$ cat config.mk
export PLATFORM = sky130hd
export DESIGN_NAME = perspective_sprite_projector
export DESIGN_NICKNAME = d
export VERILOG_FILES = /design/src/rtl/psp_pkg.sv /design/src/rtl/psp_front.sv /design/src/rtl/psp_queue.sv /design/src/rtl/psp_back.sv /design/src/rtl/perspective_sprite_projector.sv
export SDC_FILE = /design/constraint.sdc
export NUM_CORES = 1
export LEC_CHECK = 0
export ABC_AREA = 1
export BUFFER_PORTS_ARGS = -buffer_cell sky130_fd_sc_hd__buf_2
export CORE_ASPECT_RATIO = 0.9
export CORE_MARGIN = 3
export CORE_UTILIZATION = 25
export CTS_BUF_LIST = sky130_fd_sc_hd__clkbuf_16
export DETAILED_ROUTE_END_ITERATION = 7
export GPL_TIMING_DRIVEN = 1
export MAX_ROUTING_LAYER = met4
export PLACE_DENSITY = 0.51
export SYNTH_ARGS = -nofsm -noshare
export SYNTH_HDL_FRONTEND = slang
export SYNTH_SLANG_ARGS = --single-unit
$ cat constraint.sdc
create_clock -name clk_i -period 5.3 [get_ports clk_i]
set_input_delay 0.53 -clock clk_i [delete_from_list [all_inputs] [get_ports clk_i]]
set_output_delay 0.53 -clock clk_i [all_outputs]
set_load 0.1 [all_outputs]
$ cat src/rtl/psp_pkg.sv
// Shared types and constants for the perspective sprite projector.
// Used by the front, queue, back and top-level modules; no dependencies.
`default_nettype none

package psp_pkg;

  // Sprite geometry
  localparam int SPRITE_SIDE   = 32;
  localparam int BYTES_PER_ROW = SPRITE_SIDE / 2;
  localparam int TOTAL_BYTES   = SPRITE_SIDE * SPRITE_SIDE / 2;
  localparam int POS_W         = $clog2(TOTAL_BYTES);
  localparam int COL_W         = $clog2(BYTES_PER_ROW);

  // Sprite coordinates in Q2.14
  localparam int COORD_STEP  = 32768 / SPRITE_SIDE;
  localparam int COORD_START = -16384;
  localparam int COORD_W     = 18;
  localparam int SUM_W       = COORD_W + 1;

  // Projection constants
  localparam int UNIT_SHIFT = 14;
  localparam int DIV_STEPS  = 32;
  localparam int CNT_W      = $clog2(DIV_STEPS);
  localparam logic [7:0] CENTER_X = 8'd160;
  localparam logic [7:0] CENTER_Y = 8'd120;

  // Queue between front and back
  localparam int QUEUE_DEPTH = 4;
  localparam int QPTR_W      = $clog2(QUEUE_DEPTH);

  // Configuration register indexes
  localparam logic [1:0] CFG_OFFSET_X = 2'd0;
  localparam logic [1:0] CFG_OFFSET_Y = 2'd1;
  localparam logic [1:0] CFG_DEPTH_Z  = 2'd2;
  localparam logic [15:0] DEPTH_RESET = 16'h4000;

  typedef struct packed {
    logic signed [15:0] offset_x;
    logic signed [15:0] offset_y;
    logic signed [15:0] depth_z;
  } cfg_t;

  // One visible pixel waiting for projection
  typedef struct packed {
    logic signed [SUM_W-1:0] sum_x;
    logic signed [SUM_W-1:0] sum_y;
    logic [3:0]              color;
    logic                    last;
  } pix_t;

endpackage

`default_nettype wire

$ cat src/rtl/psp_front.sv
// Front end: accepts sprite bytes, tracks the sprite position and emits one
// queue entry per visible pixel. Depends on psp_pkg.
`default_nettype none

module psp_front (
  input  wire logic           clk_i,
  input  wire logic           rst_ni,
  input  wire psp_pkg::cfg_t  cfg_i,
  input  wire logic           in_valid_i,
  output logic                in_stall_o,
  input  wire logic [7:0]     sprite_byte_i,
  output logic                push_o,
  output psp_pkg::pix_t       push_data_o,
  input  wire logic           full_i
);

  localparam logic signed [psp_pkg::COORD_W-1:0] START =
    psp_pkg::COORD_W'(psp_pkg::COORD_START);
  localparam logic signed [psp_pkg::COORD_W-1:0] STEP =
    psp_pkg::COORD_W'(psp_pkg::COORD_STEP);
  localparam logic signed [psp_pkg::COORD_W-1:0] STEP2 =
    psp_pkg::COORD_W'(2 * psp_pkg::COORD_STEP);

  logic [psp_pkg::POS_W-1:0] pos_q, pos_d;
  logic [psp_pkg::COL_W-1:0] col_q, col_d;
  logic signed [psp_pkg::COORD_W-1:0] xbase_q, xbase_d, ycoord_q, ycoord_d;
  logic signed [psp_pkg::COORD_W-1:0] lat_x_q, lat_y_q;
  logic [7:0] byte_q;
  logic [1:0] pend_q, pend_d;
  logic       accept;
  logic       sel;
  logic signed [psp_pkg::COORD_W-1:0] xcoord;

  assign in_stall_o = |pend_q;
  assign accept     = in_valid_i && !in_stall_o;

  // Pick the leftmost pending pixel and form its offset sums
  always_comb begin
    sel    = !pend_q[0];
    xcoord = lat_x_q + (sel ? STEP : '0);
    push_o = (|pend_q) && !full_i;
    push_data_o.sum_x = psp_pkg::SUM_W'(xcoord) + psp_pkg::SUM_W'(cfg_i.offset_x);
    push_data_o.sum_y = psp_pkg::SUM_W'(lat_y_q) + psp_pkg::SUM_W'(cfg_i.offset_y);
    push_data_o.color = sel ? byte_q[7:4] : byte_q[3:0];
    push_data_o.last  = sel ? 1'b1 : !pend_q[1];
  end

  // Advance position counters and pending mask
  always_comb begin
    pos_d    = pos_q;
    col_d    = col_q;
    xbase_d  = xbase_q;
    ycoord_d = ycoord_q;
    pend_d   = pend_q;
    if (push_o) begin
      pend_d[sel] = 1'b0;
    end
    if (accept) begin
      pend_d[0] = (sprite_byte_i[3:0] != 4'd0) && (cfg_i.depth_z != '0);
      pend_d[1] = (sprite_byte_i[7:4] != 4'd0) && (cfg_i.depth_z != '0);
      if (pos_q == psp_pkg::POS_W'(psp_pkg::TOTAL_BYTES - 1)) begin
        pos_d    = '0;
        col_d    = '0;
        xbase_d  = START;
        ycoord_d = START;
      end else begin
        pos_d = pos_q + 1'b1;
        if (col_q == psp_pkg::COL_W'(psp_pkg::BYTES_PER_ROW - 1)) begin
          col_d    = '0;
          xbase_d  = START;
          ycoord_d = ycoord_q + STEP;
        end else begin
          col_d   = col_q + 1'b1;
          xbase_d = xbase_q + STEP2;
        end
      end
    end
  end

  always_ff @(posedge clk_i or negedge rst_ni) begin
    if (!rst_ni) begin
      pos_q    <= '0;
      col_q    <= '0;
      xbase_q  <= START;
      ycoord_q <= START;
      pend_q   <= '0;
    end else begin
      pos_q    <= pos_d;
      col_q    <= col_d;
      xbase_q  <= xbase_d;
      ycoord_q <= ycoord_d;
      pend_q   <= pend_d;
    end
  end

  // Hold the accepted byte and its coordinates
  always_ff @(posedge clk_i) begin
    if (accept) begin
      byte_q  <= sprite_byte_i;
      lat_x_q <= xbase_q;
      lat_y_q <= ycoord_q;
    end
  end

endmodule

`default_nettype wire

$ cat src/rtl/psp_queue.sv
// Short pixel queue between the front end and the projection back end.
// Depends on psp_pkg for the entry type and depth.
`default_nettype none

module psp_queue (
  input  wire logic          clk_i,
  input  wire logic          rst_ni,
  input  wire logic          push_i,
  input  wire psp_pkg::pix_t push_data_i,
  output logic               full_o,
  input  wire logic          pop_i,
  output psp_pkg::pix_t      pop_data_o,
  output logic               empty_o
);

  psp_pkg::pix_t mem_q [psp_pkg::QUEUE_DEPTH];
  logic [psp_pkg::QPTR_W-1:0] wr_q, rd_q;
  logic [psp_pkg::QPTR_W:0]   cnt_q;

  assign full_o     = cnt_q == (psp_pkg::QPTR_W + 1)'(psp_pkg::QUEUE_DEPTH);
  assign empty_o    = cnt_q == '0;
  assign pop_data_o = mem_q[rd_q];

  // Store entries
  always_ff @(posedge clk_i) begin
    if (push_i) begin
      mem_q[wr_q] <= push_data_i;
    end
  end

  // Advance pointers and fill count
  always_ff @(posedge clk_i or negedge rst_ni) begin
    if (!rst_ni) begin
      wr_q  <= '0;
      rd_q  <= '0;
      cnt_q <= '0;
    end else begin
      if (push_i) begin
        wr_q <= wr_q + 1'b1;
      end
      if (pop_i) begin
        rd_q <= rd_q + 1'b1;
      end
      if (push_i && !pop_i) begin
        cnt_q <= cnt_q + 1'b1;
      end else if (pop_i && !push_i) begin
        cnt_q <= cnt_q - 1'b1;
      end
    end
  end

endmodule

`default_nettype wire

$ cat src/rtl/psp_back.sv
// Back end: projects queued pixels through a shared bit-serial divider and
// holds each result in an output register. Depends on psp_pkg.
`default_nettype none

module psp_back (
  input  wire logic          clk_i,
  input  wire logic          rst_ni,
  input  wire psp_pkg::cfg_t cfg_i,
  input  wire logic          empty_i,
  input  wire psp_pkg::pix_t pop_data_i,
  output logic               pop_o,
  output logic               out_valid_o,
  input  wire logic          out_stall_i,
  output logic [7:0]         screen_x_o,
  output logic [7:0]         screen_y_o,
  output logic [3:0]         color_o,
  output logic               last_of_byte_o
);

  localparam logic [1:0] S_IDLE = 2'd0;
  localparam logic [1:0] S_DIV  = 2'd1;
  localparam logic [1:0] S_OUT  = 2'd2;

  // Magnitude of a sum scaled by one in Q2.14
  function automatic logic [31:0] scaled_mag(logic signed [psp_pkg::SUM_W-1:0] s);
    logic [psp_pkg::SUM_W-1:0] m;
    m = s[psp_pkg::SUM_W-1] ? psp_pkg::SUM_W'(-s) : psp_pkg::SUM_W'(s);
    return {m[31-psp_pkg::UNIT_SHIFT:0], {psp_pkg::UNIT_SHIFT{1'b0}}};
  endfunction

  // Sign the low quotient bits, divide by 1024 toward zero, add center
  function automatic logic [7:0] to_screen(logic [15:0] qmag, logic neg,
                                           logic [7:0] center);
    logic [15:0]        k;
    logic signed [16:0] adj;
    k   = neg ? (~qmag + 16'd1) : qmag;
    adj = $signed({k[15], k}) + (k[15] ? 17'sd1023 : 17'sd0);
    return center + {adj[16], adj[16:10]};
  endfunction

  logic [1:0]  state_q, state_d;
  logic        axis_q;
  logic [psp_pkg::CNT_W-1:0] cnt_q;
  logic [31:0] num_q, num_nx;
  logic [15:0] rem_q, rem_nx;
  logic [16:0] rem_sh;
  logic        neg_q, ge;
  logic [15:0] dvs;
  logic [7:0]  sx_q, sy_q, scr;
  logic        last_step, out_take, out_load;
  psp_pkg::pix_t job_q;

  assign dvs = cfg_i.depth_z[15] ? 16'(-cfg_i.depth_z) : cfg_i.depth_z;

  // One restoring division step; the remainder stays below the divisor
  always_comb begin
    rem_sh = {rem_q, num_q[31]};
    ge     = rem_sh >= {1'b0, dvs};
    rem_nx = ge ? 16'(rem_sh - {1'b0, dvs}) : rem_sh[15:0];
    num_nx = {num_q[30:0], ge};
    scr    = to_screen(num_nx[15:0], neg_q, axis_q ? psp_pkg::CENTER_Y : psp_pkg::CENTER_X);
  end

  assign last_step = (state_q == S_DIV) && (cnt_q == psp_pkg::CNT_W'(psp_pkg::DIV_STEPS - 1));
  assign out_take  = out_valid_o && !out_stall_i;
  assign out_load  = (state_q == S_OUT) && (!out_valid_o || !out_stall_i);
  assign pop_o     = (state_q == S_IDLE) && !empty_i;

  // Sequence: fetch pixel, divide x, divide y, deliver
  always_comb begin
    state_d = state_q;
    case (state_q)
      S_IDLE: if (pop_o) state_d = S_DIV;
      S_DIV:  if (last_step && axis_q) state_d = S_OUT;
      S_OUT:  if (out_load) state_d = S_IDLE;
      default: state_d = S_IDLE;
    endcase
  end

  always_ff @(posedge clk_i or negedge rst_ni) begin
    if (!rst_ni) begin
      state_q     <= S_IDLE;
      axis_q      <= 1'b0;
      cnt_q       <= '0;
      out_valid_o <= 1'b0;
    end else begin
      state_q <= state_d;
      if (pop_o) begin
        axis_q <= 1'b0;
        cnt_q  <= '0;
      end else if (state_q == S_DIV) begin
        cnt_q <= cnt_q + 1'b1;
        if (last_step) begin
          axis_q <= 1'b1;
        end
      end
      if (out_load) begin
        out_valid_o <= 1'b1;
      end else if (out_take) begin
        out_valid_o <= 1'b0;
      end
    end
  end

  // Divider datapath and results
  always_ff @(posedge clk_i) begin
    if (pop_o) begin
      job_q <= pop_data_i;
      num_q <= scaled_mag(pop_data_i.sum_x);
      rem_q <= '0;
      neg_q <= pop_data_i.sum_x[psp_pkg::SUM_W-1] ^ cfg_i.depth_z[15];
    end else if (state_q == S_DIV) begin
      if (last_step && !axis_q) begin
        sx_q  <= scr;
        num_q <= scaled_mag(job_q.sum_y);
        rem_q <= '0;
        neg_q <= job_q.sum_y[psp_pkg::SUM_W-1] ^ cfg_i.depth_z[15];
      end else begin
        num_q <= num_nx;
        rem_q <= rem_nx;
        if (last_step) begin
          sy_q <= scr;
        end
      end
    end
    if (out_load) begin
      screen_x_o     <= sx_q;
      screen_y_o     <= sy_q;
      color_o        <= job_q.color;
      last_of_byte_o <= job_q.last;
    end
  end

endmodule

`default_nettype wire

$ cat src/rtl/perspective_sprite_projector.sv
// Perspective sprite projector top level: configuration registers, front end,
// pixel queue and projection back end. Depends on psp_pkg and its modules.
// Path of a visible pixel taken with the back end idle: push, queue read, two
// 32-step divisions, output register.
// The shared divider handles one visible pixel at a time; a byte with no
// visible pixel, or any byte at zero depth, does not stall the input.
// Reset: offsets clear to zero, depth to 1.0, position to the sprite start.
`default_nettype none

module perspective_sprite_projector (
  input  wire logic        clk_i,
  input  wire logic        rst_ni,
  input  wire logic        cfg_valid_i,
  output logic             cfg_ready_o,
  input  wire logic [1:0]  cfg_index_i,
  input  wire logic [15:0] cfg_data_i,
  input  wire logic        in_valid_i,
  output logic             in_stall_o,
  input  wire logic [7:0]  sprite_byte_i,
  output logic             out_valid_o,
  input  wire logic        out_stall_i,
  output logic [7:0]       screen_x_o,
  output logic [7:0]       screen_y_o,
  output logic [3:0]       color_o,
  output logic             last_of_byte_o
);

  psp_pkg::cfg_t cfg_q;
  psp_pkg::pix_t push_data, pop_data;
  logic push, pop, full, empty;

  assign cfg_ready_o = 1'b1;

  // Write configuration registers; unknown indexes are dropped
  always_ff @(posedge clk_i or negedge rst_ni) begin
    if (!rst_ni) begin
      cfg_q.offset_x <= '0;
      cfg_q.offset_y <= '0;
      cfg_q.depth_z  <= psp_pkg::DEPTH_RESET;
    end else if (cfg_valid_i && cfg_ready_o) begin
      case (cfg_index_i)
        psp_pkg::CFG_OFFSET_X: cfg_q.offset_x <= cfg_data_i;
        psp_pkg::CFG_OFFSET_Y: cfg_q.offset_y <= cfg_data_i;
        psp_pkg::CFG_DEPTH_Z:  cfg_q.depth_z  <= cfg_data_i;
        default: ;
      endcase
    end
  end

  psp_front u_front (
    .clk_i         (clk_i),
    .rst_ni        (rst_ni),
    .cfg_i         (cfg_q),
    .in_valid_i    (in_valid_i),
    .in_stall_o    (in_stall_o),
    .sprite_byte_i (sprite_byte_i),
    .push_o        (push),
    .push_data_o   (push_data),
    .full_i        (full)
  );

  psp_queue u_queue (
    .clk_i       (clk_i),
    .rst_ni      (rst_ni),
    .push_i      (push),
    .push_data_i (push_data),
    .full_o      (full),
    .pop_i       (pop),
    .pop_data_o  (pop_data),
    .empty_o     (empty)
  );

  psp_back u_back (
    .clk_i          (clk_i),
    .rst_ni         (rst_ni),
    .cfg_i          (cfg_q),
    .empty_i        (empty),
    .pop_data_i     (pop_data),
    .pop_o          (pop),
    .out_valid_o    (out_valid_o),
    .out_stall_i    (out_stall_i),
    .screen_x_o     (screen_x_o),
    .screen_y_o     (screen_y_o),
    .color_o        (color_o),
    .last_of_byte_o (last_of_byte_o)
  );

endmodule

`default_nettype wire

# After elaboration in Yosys (flattened, before gate mapping)
# Memories as Yosys holds them, arrays and structs flattened.
# Index checks and enable logic that the tools add are counted.
# classes
eq_ne	11
n_bitwise	7
muxes	43
n_lt_le_gt_ge	3
n_addsub	19
n_reduce_logical	47
# op_table
op	n
two-way mux 18 bit	6
two-way mux 32 bit	3
two-way mux 16 bit	4
adder 18 x 16 -> 19 bit	2
negation 18 bit	2
adder 18 x 11 -> 18 bit	1
adder 18 x 12 -> 18 bit, second input constant	1
adder 18 x 13 -> 18 bit, second input constant	1
adder 16 x 11 -> 17 bit	1
>= comparator 17 x 16 -> 1 bit	1
adder 16 x 1 -> 16 bit, second input constant	1
negation 16 bit	1
inverter 16 bit	1
nonzero test 16 bit	1
subtractor 16 bit	1
nonzero test 2 bit	7
logical AND 1 bit	13
two-way mux 1 bit	12
two-way mux 4 bit	3
AND reduction 2 bit	6
two-way mux 11 bit	1
logical NOT 1 bit	10
two-way mux 10 bit	1
two-way mux 2 bit	5
other kinds (34)	45
# totals
inputBits	31
out_inout_bits	24
elab_cells	162
ramBits	172
regBits	269
mem_count	1
# mem_list
name	depth	width	read_ports	rd_ports_with_merged_regs	write_ports	line_no	text
u_queue.mem_q	4	43	1	0	1	psp_queue.sv:16	psp_pkg::pix_t mem_q [psp_pkg::QUEUE_DEPTH];

# Depth between registers and ports, before layout
# Gate-level depths: netlist of the first run.
# depth
ltp_word	9
depth_mapped	42
ltp_nobuf	41

# Cells and area by module
# From an unflattened synthesis of the first run, not the netlist that was laid out.
# hier_totals
hier_cells	2130
hier_area_um2	20239.4
# modules_own_cells
module	area_each_um2	instances	seq_area_each_um2	cells_per_inst
psp_back	7265.7	1	3228.1	869
psp_queue	7190.6	1	5340.1	549
psp_front	3726.1	1	1451.4	496
perspective_sprite_projector	2057.0	1	1202.4	216

# Worst setup path after synthesis of the first run
# No wires, ideal clock.
# synth_path
path_kind	register to register
startpoint	register cfg_q[0] in the netlist's numbering
endpoint	register u_back.sx_q[7] (data pin)
path_buffers	1
path_stages_with_launch	37
arrival_time_ps	5202
t_required_ps	5048
setup_ps	252
synth_period_minus_slack_ps	5453
path_slack_ps	-153
path_cell_list	dfrtp_1 inv_1 ha_1 inv_1 nor4_1 inv_1 nor3_1 nand3_1 nor3_1 nor2_1 xnor2_1 ha_1 nand2_1 nand2_1 a21oi_1 nand2_2 nor2_4 nand2_4 inv_4 buf_8 ha_1 nand3_1 o21ai_0 nand2_1 a21oi_1 xor2_1 nand2_1 nor2_1 nand4_1 o2111ai_1 nand2_1 ha_1 fa_1 inv_1 nand4_1 nand2_1 inv_1
# synth_between
elab_chain_cells	9
# synth_rtl
item	line_no	text
start: declaration	perspective_sprite_projector.sv:28	psp_pkg::cfg_t cfg_q;
negation 16 bit	psp_back.sv:53	assign dvs = cfg_i.depth_z[15] ? 16'(-cfg_i.depth_z) : cfg_i.depth_z;
two-way mux 16 bit (*)	psp_back.sv:53	
>= comparator 17 x 16 -> 1 bit (*)	psp_back.sv:58	ge = rem_sh >= {1'b0, dvs};
inverter 16 bit	psp_back.sv:36	k = neg ? (~qmag + 16'd1) : qmag;
adder 16 x 1 -> 16 bit	psp_back.sv:36	
two-way mux 16 bit (*)	psp_back.sv:36	
two-way mux 10 bit	psp_back.sv:37	adj = $signed({k[15], k}) + (k[15] ? 17'sd1023 : 17'sd0);
adder 16 x 11 -> 17 bit (*)	psp_back.sv:37	
adder 8 bit (*)	psp_back.sv:38	return center + {adj[16], adj[16:10]};
net u_back.scr[7]	psp_back.sv:49	logic [7:0] sx_q, sy_q, scr;
end signal: assignment	psp_back.sv:114	sx_q <= scr;
end: declaration	psp_back.sv:49	
# The timed path passes the listed nets; every way through them passes the cells marked *.
# A chain may end at the register's enable or synchronous reset.

# Worst setup path after layout of the first run
# layout_path
startpoint	register cfg_q[1] in the netlist's numbering
endpoint	register u_back.sx_q[5] (data pin)
# The elaborated chain is that of the path after synthesis.

==> out/metrics.cfg, run 1 <==
[status]
outcome=finished clean

[synthesis]
synth_edf_count=275
syn_avg_cell_area_um2=10.2
synthArstFlopShare_pct=23.6
synth_area_leaders=edfxtp_1 45%, dfrtp_1 12%, nand2_1 6.5%
seq_area_frac_synth_pct=60.7
ys_types=61
syn_area_um2=18500
netlist_instances=1807
syn_nets=1898
yosysTopAreaCellShare_pct=44.7
synth_seq_cells=399
synthFlopType=edfxtp_1
ys_warn_count=0
synth_top_area_cell=edfxtp_1

[clock_tree]
path_clk_slew_ns=0.06
clock_path_buffers=3
clk_latency_ns=0.59
cts_root_buf=clkbuf_16
tritoncts=done
cts.sinks=399
h-tree-depth=2
cts_buffers=44

[grt]
grt_antenna_before_repair=0
grt_pass1_vias=12100
overflow=0
grt_pass1_wl_um=67800
grt.total_usage_pct=11.4
grt_start_max_net_pins=75

[die]
initial_utilization_pct=25.5
dieWidth_um=293
ioPinCount=55
dieArea_um2=77200
fp.dieH_um=264
core_um2=72400
rows=93

[placement]
place.gp.congestion=0.853
dp_cells=2798
hpwlAfterDp_um=29200
place_ws_ns=-0.200
numPortBuffers=53

[cells_and_area]
final_cells=2898
final_nets=2004
layout-drive-gt1-share_pct=17.4
syn2layout_area_growth_pct=20.5
insertedDiodeCount=0

[pwr]
p_per_area_nw_per_um2=652
ir_drop_mv=0.276
p_leak_nw=8.90

[setup_path]
worst-path-buf-inv=7
cp_max_fo=4
required_ns=5.61
slowest_delay_ns=0.38
slowest_stage=dfrtp_1
crit_path_end_kind=flop
worstPathArrival_ns=5.37
critPathLaunchType=flop
path_common_cell=ha_4
worstSetupPathType=reg2reg
critPathTopFamily=simple AND/OR/NAND/NOR gates

[sta]
slew_violations=0
period_minus_slack_ns=5.06
finalHoldViolCount=0
period_share_pct=95.5
worst_slew_pin_slew_ns=1.07
fin_ws_ns=0.238
finalSetupViolCount=0
max_freq_ghz=0.198
slew_headroom_pct=29.0
finClkSkew_ns=0.0365

[drt]
ant_nets=0
vias=12800
wirelength_um=43800
route.detailed.drc=0
drt_iter0_markers=929
drt-pass1-iter-count=5
post_drt_wl_per_cell_um=15.1
vias_per_cell=4.43

[run]
cap_violations=0

[min_path]
min_path_type=in2reg

## synthesized netlist by cell type, types with 2 or more instances
| library cell | count |
|---|---|
| nand2_1 | 320 |
| edfxtp_1 | 275 |
| o21ai_0 | 191 |
| inv_1 | 175 |
| nor2_1 | 151 |
| a21oi_1 | 96 |
| dfrtp_1 | 85 |
| clkbuf_1 | 67 |
| nand3_1 | 64 |
| ha_1 | 57 |
| o22ai_1 | 47 |
| xor2_1 | 40 |
| nor3_1 | 32 |
| dfxtp_1 | 30 |
| xnor2_1 | 23 |
| nand2_2 | 12 |
| a32oi_1 | 11 |
| nand4_1 | 11 |
| buf_2 | 10 |
| dfstp_2 | 9 |
| nand3b_1 | 9 |
| o221ai_1 | 7 |
| and3_1 | 5 |
| nor4_1 | 5 |
| o211ai_1 | 5 |
| a31oi_1 | 4 |
| a32o_1 | 4 |
| clkinv_1 | 4 |
| inv_2 | 4 |
| nand3_2 | 4 |
| fa_1 | 3 |
| nand2_4 | 3 |
| o31ai_1 | 3 |
| or2_2 | 3 |
| a22o_1 | 2 |
| and2_1 | 2 |
| buf_1 | 2 |
| conb_1 | 2 |
| mux2i_1 | 2 |
| nor2_2 | 2 |
| nor3b_1 | 2 |
| o21ai_1 | 2 |
| o21ai_2 | 2 |
| o21bai_1 | 2 |
| xor2_2 | 2 |
## area by class of cell
class | count | area (um2)
Clock inverter | 37 | 367
Multi-Input combinational cell | 1141 | 6740
Sequential cell | 399 | 11200
Fill cell | 7331 | 50100
Inverter | 184 | 696
Timing Repair Buffer | 143 | 966
Clock buffer | 44 | 1100
Tap cell | 950 | 1190
## what timing repair did
item                                    in CTS  in global routing
setup buffers                                8                 13
endpoints found under the setup margin       8                 10
hold buffers                                 0                  0
pin swaps                                   32                 68
resized for setup                           38                 64
## where the power goes
| part | internal (W) | switching (W) |
|---|---|---|
| clock network | 0.00178 | 0.00129 |
| registers | 0.00471 | 0.000519 |
| logic | 0.00236 | 0.00386 |
## sequential cells by signal (all words and copies together) (netlist names), 8 cells and up
| register | flops |
|---|---|
| u_back.num_q | 32 |
| u_front.byte_q | 8 |
| u_back.sx_q | 8 |
| u_back.screen_x_o | 8 |
| u_back.job_q | 24 |
| u_back.rem_q | 16 |
| u_back.sy_q | 8 |
| u_front.lat_y_q | 8 |
| u_front.pos_q | 9 |
| u_back.screen_y_o | 8 |
| u_queue.mem_q | 172 |
| u_front.ycoord_q | 8 |
| cfg_q | 48 |
## layer usage
| metal | up-vias | GRT usage (%) | share of wire (%) | wire (um) |
|---|---|---|---|---|
| met1 | 6138 | 14.7 | 46 | 20300 |
| met4 | 0 | 3.13 | 2.1 | 920 |
| li1 | 6420 | - | - | - |
| met2 | 228 | 18.4 | 48 | 20900 |
| met3 | 53 | 1.93 | 3.8 | 1680 |
| met5 | - | - | 0 | 0 |
## cells in the final DEF, fill, tap and decap left out, types with 11 or more instances in the layout
master / instances
a21oi_1: 87
a32oi_1: 11
buf_2: 52
buf_4: 87
clkbuf_16: 44
dfrtp_1: 84
dfxtp_1: 30
edfxtp_1: 275
ha_1: 43
ha_4: 14
inv_1: 178
nand2_1: 305
nand2_2: 23
nand3_1: 61
nand4_1: 11
nor2_1: 140
nor3_1: 28
o21ai_0: 185
o22ai_1: 47
xnor2_1: 22
xor2_1: 36
## through the flow
stage	hold WS [ns]	util (%)	power [W]	TNS, ns	area, um2
6_report	0.127	30.8	0.0145	0	22300
5_1_grt	0.0827	30.8	0.0157	-0.333	22300
4_1_cts	0.0798	30.2	0.0142	0	21900
3_5_place_dp	0.405	27.9	0.0109	-1.09	20200
3_3_place_gp	0.405	27.9	0.0108	-0.367	20200
2_1_floorplan	0.234	-	0.00911	0	18500
## final timing paths
kind	startpoint	end	slack, ns	depth (start not counted)
setup / recovery	cfg_q[1]	u_back.sx_q[5]	0.24	37
hold / removal	sprite_byte_i[6]	u_front.byte_q[6]	0.13	1
setup reg to reg	cfg_q[1]	u_back.sx_q[5]	0.24	37
hold reg to reg	u_back.sx_q[7]	u_back.screen_x_o[7]	0.41	0
max in group asynchronous	rst_ni	u_queue.rd_q[0]	4.21	2
min in group asynchronous	rst_ni	cfg_q[19]	0.15	1
## kinds of logic after synthesis
| group | synth area share, % |
|---|---|
| and+or+nand+nor | 14.7 |
| DFF | 60.7 |
| AOI/OAI and AO/OA | 11.4 |
| buffers and inverters | 5.63 |
| xor gates and xnor gates | 3.16 |
| adders and majority gates | 4.18 |
| muxes | 0.169 |
| other | 0.0406 |
No activity file was read; power rests on OpenSTA's default activity.
==> run 2, diff against run 1 <==
--- a/config.mk
+++ b/config.mk
@@ -14,7 +14,8 @@
 export DETAILED_ROUTE_END_ITERATION = 7
 export GPL_TIMING_DRIVEN = 1
 export MAX_ROUTING_LAYER = met4
-export PLACE_DENSITY = 0.51
+export PLACE_DENSITY = 0.45
+export SKIP_LAST_GASP = 1
 export SYNTH_ARGS = -nofsm -noshare
 export SYNTH_HDL_FRONTEND = slang
 export SYNTH_SLANG_ARGS = --single-unit
==> out/metrics.cfg, run 2 (same netlist as run 1, synthesis figures left out) <==
[die]
core_um2=72400  ; unchanged
initial_utilization_pct=25.5  ; unchanged
dieArea_um2=77200  ; unchanged
rows=93  ; unchanged
dieWidth_um=293  ; unchanged
fp.dieH_um=264  ; unchanged
ioPinCount=55  ; unchanged

[setup_path]
critPathLaunchType=flop
crit_path_end_kind=flop
worstPathArrival_ns=5.46  ; +0.09 ns
required_ns=5.63  ; +0.02 ns
cp_max_fo=4  ; unchanged
worstSetupPathType=reg2reg
path_common_cell=inv_2
slowest_delay_ns=0.39  ; about the same
slowest_stage=dfrtp_1

[sta]
period_share_pct=96.7  ; +1.2 points
worst_slew_pin_slew_ns=0.950  ; -0.115 ns
period_minus_slack_ns=5.13  ; +0.0643 ns
finalSetupViolCount=0  ; unchanged
finClkSkew_ns=0.0305  ; -0.00600 ns
finalHoldViolCount=0  ; unchanged
grt_setup_unrepaired=true
slew_headroom_pct=36.5  ; +7.5 points
slew_violations=0  ; unchanged
max_freq_ghz=0.195  ; -1.3%
fin_ws_ns=0.173  ; -0.0643 ns

[pwr]
power_frac_seq_pct=35.7  ; -0.3 points
p_int_w=0.00882  ; -0.39%
clkPwrFrac_pct=20.0  ; -1.1 points
ir_drop_mv=0.286  ; +3.4%
p_leak_nw=9.04  ; +1.6%
p_sw_w=0.00580  ; +2.2%
swShare_pct=39.7  ; +0.62 points
p_per_area_nw_per_um2=650  ; -0.29%
combPwrFrac_pct=44.2  ; +1.4 points

[clock_tree]
clock_path_buffers=3  ; unchanged
clk_latency_ns=0.58  ; about the same
cts.sinks=399  ; unchanged
cts_root_buf=clkbuf_16
h-tree-depth=2  ; unchanged
path_clk_slew_ns=0.06  ; about the same
tritoncts=done
cts_buffers=44  ; unchanged

[grt]
overflow=0  ; unchanged
grt_pass1_wl_um=73200  ; +8.0%
grt.total_usage_pct=12.4  ; +1.0 points
grt_start_max_net_pins=61  ; -19%
grt_antenna_before_repair=0  ; unchanged
grt_pass1_vias=12600  ; +4.4%

[drt]
route.detailed.drc=0  ; unchanged
ant_nets=0  ; unchanged
vias=13000  ; +1.3%
vias_per_cell=4.44  ; +0.12%
wirelength_um=47000  ; +7.2%
drt-pass1-iter-count=5  ; unchanged
post_drt_wl_per_cell_um=16.0  ; +6.0%
drt_iter0_markers=877  ; -5.6%

[placement]
hpwlAfterDp_um=31000  ; +6.2%
dpl_cell_area_um2=20200  ; +0.22%
place.gp.congestion=0.833  ; -2.3%
numPortBuffers=53  ; unchanged
place_ws_ns=-0.180  ; +0.0206 ns

[cells_and_area]
regMostFlops=u_queue.mem_q
fill_cells=7417  ; +1.2%
top_regs=u_queue.mem_q x172, cfg_q x48, u_back.num_q x32
final-seq-area_um2=11200  ; unchanged
layout_commonest_cell=nand2_1
layout-drive-gt1-share_pct=18.7  ; +1.4 points
final_cell_mix=304 x nand2_1, 275 x edfxtp_1, 185 x o21ai_0
final_nets=2039  ; +1.7%
fin_area_um2=22500  ; +0.93%
multiInputGateArea_um2=6760  ; +0.24%
insertedDiodeCount=0  ; unchanged
largest_register_ffs=172  ; unchanged
syn2layout_area_growth_pct=21.7

[min_path]
min_path_type=in2reg

[run]
cap_violations=0  ; unchanged

[status]
outcome=finished clean

-- run 2: cell count changes in the layout (fill, tap and decap cells not counted), moves of 3 or more --
cell / delta
clkinv_1: +6
xor2_1: -3
nand3_2: +3
buf_6: +6
bufinv_16: -3
ha_4: -3
a21oi_2: -3
inv_6: -3
buf_4: +29
nand3_1: -3
xor2_2: +3
-- run 2: power groups by stage --
stage	clock (W)	combinational (W)	sequential, W
after global placement	0	0.00571	0.00524
after floorplan	0	0.00402	0.00509
final	0.00293	0.00647	0.00522
after detailed placement	0	0.00579	0.00526
after CTS	0.00303	0.00610	0.00521
after global routing	0.00317	0.00729	0.00532
-- run 2: routing by layer --
metal	GRT usage, %	vias to the layer above	share of wire (%)
li1	-	6487	-
met1	16.6	6256	48
met2	19.1	205	45
met3	2.21	62	4.1
met4	3.77	0	2.6
met5	-	-	0
-- run 2: final timing paths --
kind	startpoint	endpoint	slack, ns	cells after the start
setup reg to reg	cfg_q[0]	u_back.sy_q[7]	0.17	35
min in group asynchronous	rst_ni	cfg_q[18]	0.52	2
hold / removal	sprite_byte_i[6]	u_front.byte_q[6]	0.13	1
setup / recovery	cfg_q[0]	u_back.sy_q[7]	0.17	35
hold reg to reg	u_back.sx_q[4]	u_back.screen_x_o[4]	0.42	0
max in group asynchronous	rst_ni	cfg_q[33]	3.50	3
-- run 2: cell type report --
type,instances,share of cell area (%)
Sequential cell,399,49.9
Multi-Input combinational cell,1141,30.1
Timing Repair Buffer,178,5.54
Tap cell,950,5.28
Clock buffer,45,5.01
Inverter,184,3.09
Clock inverter,36,1.12
-- run 2: critical path, delay by kind of cell, from the launching register on --
| kind | cells | cell delay, ns |
|---|---|---|
| buffers and inverters | 9 | 0.80 |
| AO/OA/AOI/OAI | 3 | 0.52 |
| XOR/XNOR | 2 | 0.31 |
| flip-flops | 1 | 0.39 |
| AND/OR/NAND/NOR | 16 | 1.70 |
| adder cells (fa/ha/maj) | 5 | 1.16 |
-- run 2: through the flow --
stage / hold WS [ns] / utilization, % / total power [W] / TNS (ns) / instances
after global placement: 0.404 / 27.9 / 0.0110 / -0.352 / 2804
final: 0.132 / 31.1 / 0.0146 / 0 / 2933
after CTS: 0.0824 / 30.5 / 0.0143 / 0 / 2923
after floorplan: 0.234 / - / 0.00911 / 0 / 1807
after global routing: 0.100 / 31.1 / 0.0158 / -1.16 / 2933
after detailed placement: 0.405 / 27.9 / 0.0111 / -0.992 / 2804
-- run 2: repair_timing --
item | CTS | global route
endpoints found under the hold margin | 34 | 0
endpoints found under the setup margin | 8 | 14
gates resized for setup | 39 | 72
setup buffers | 37 | 10
pin swaps | 30 | 58
hold buffers | 1 | 0
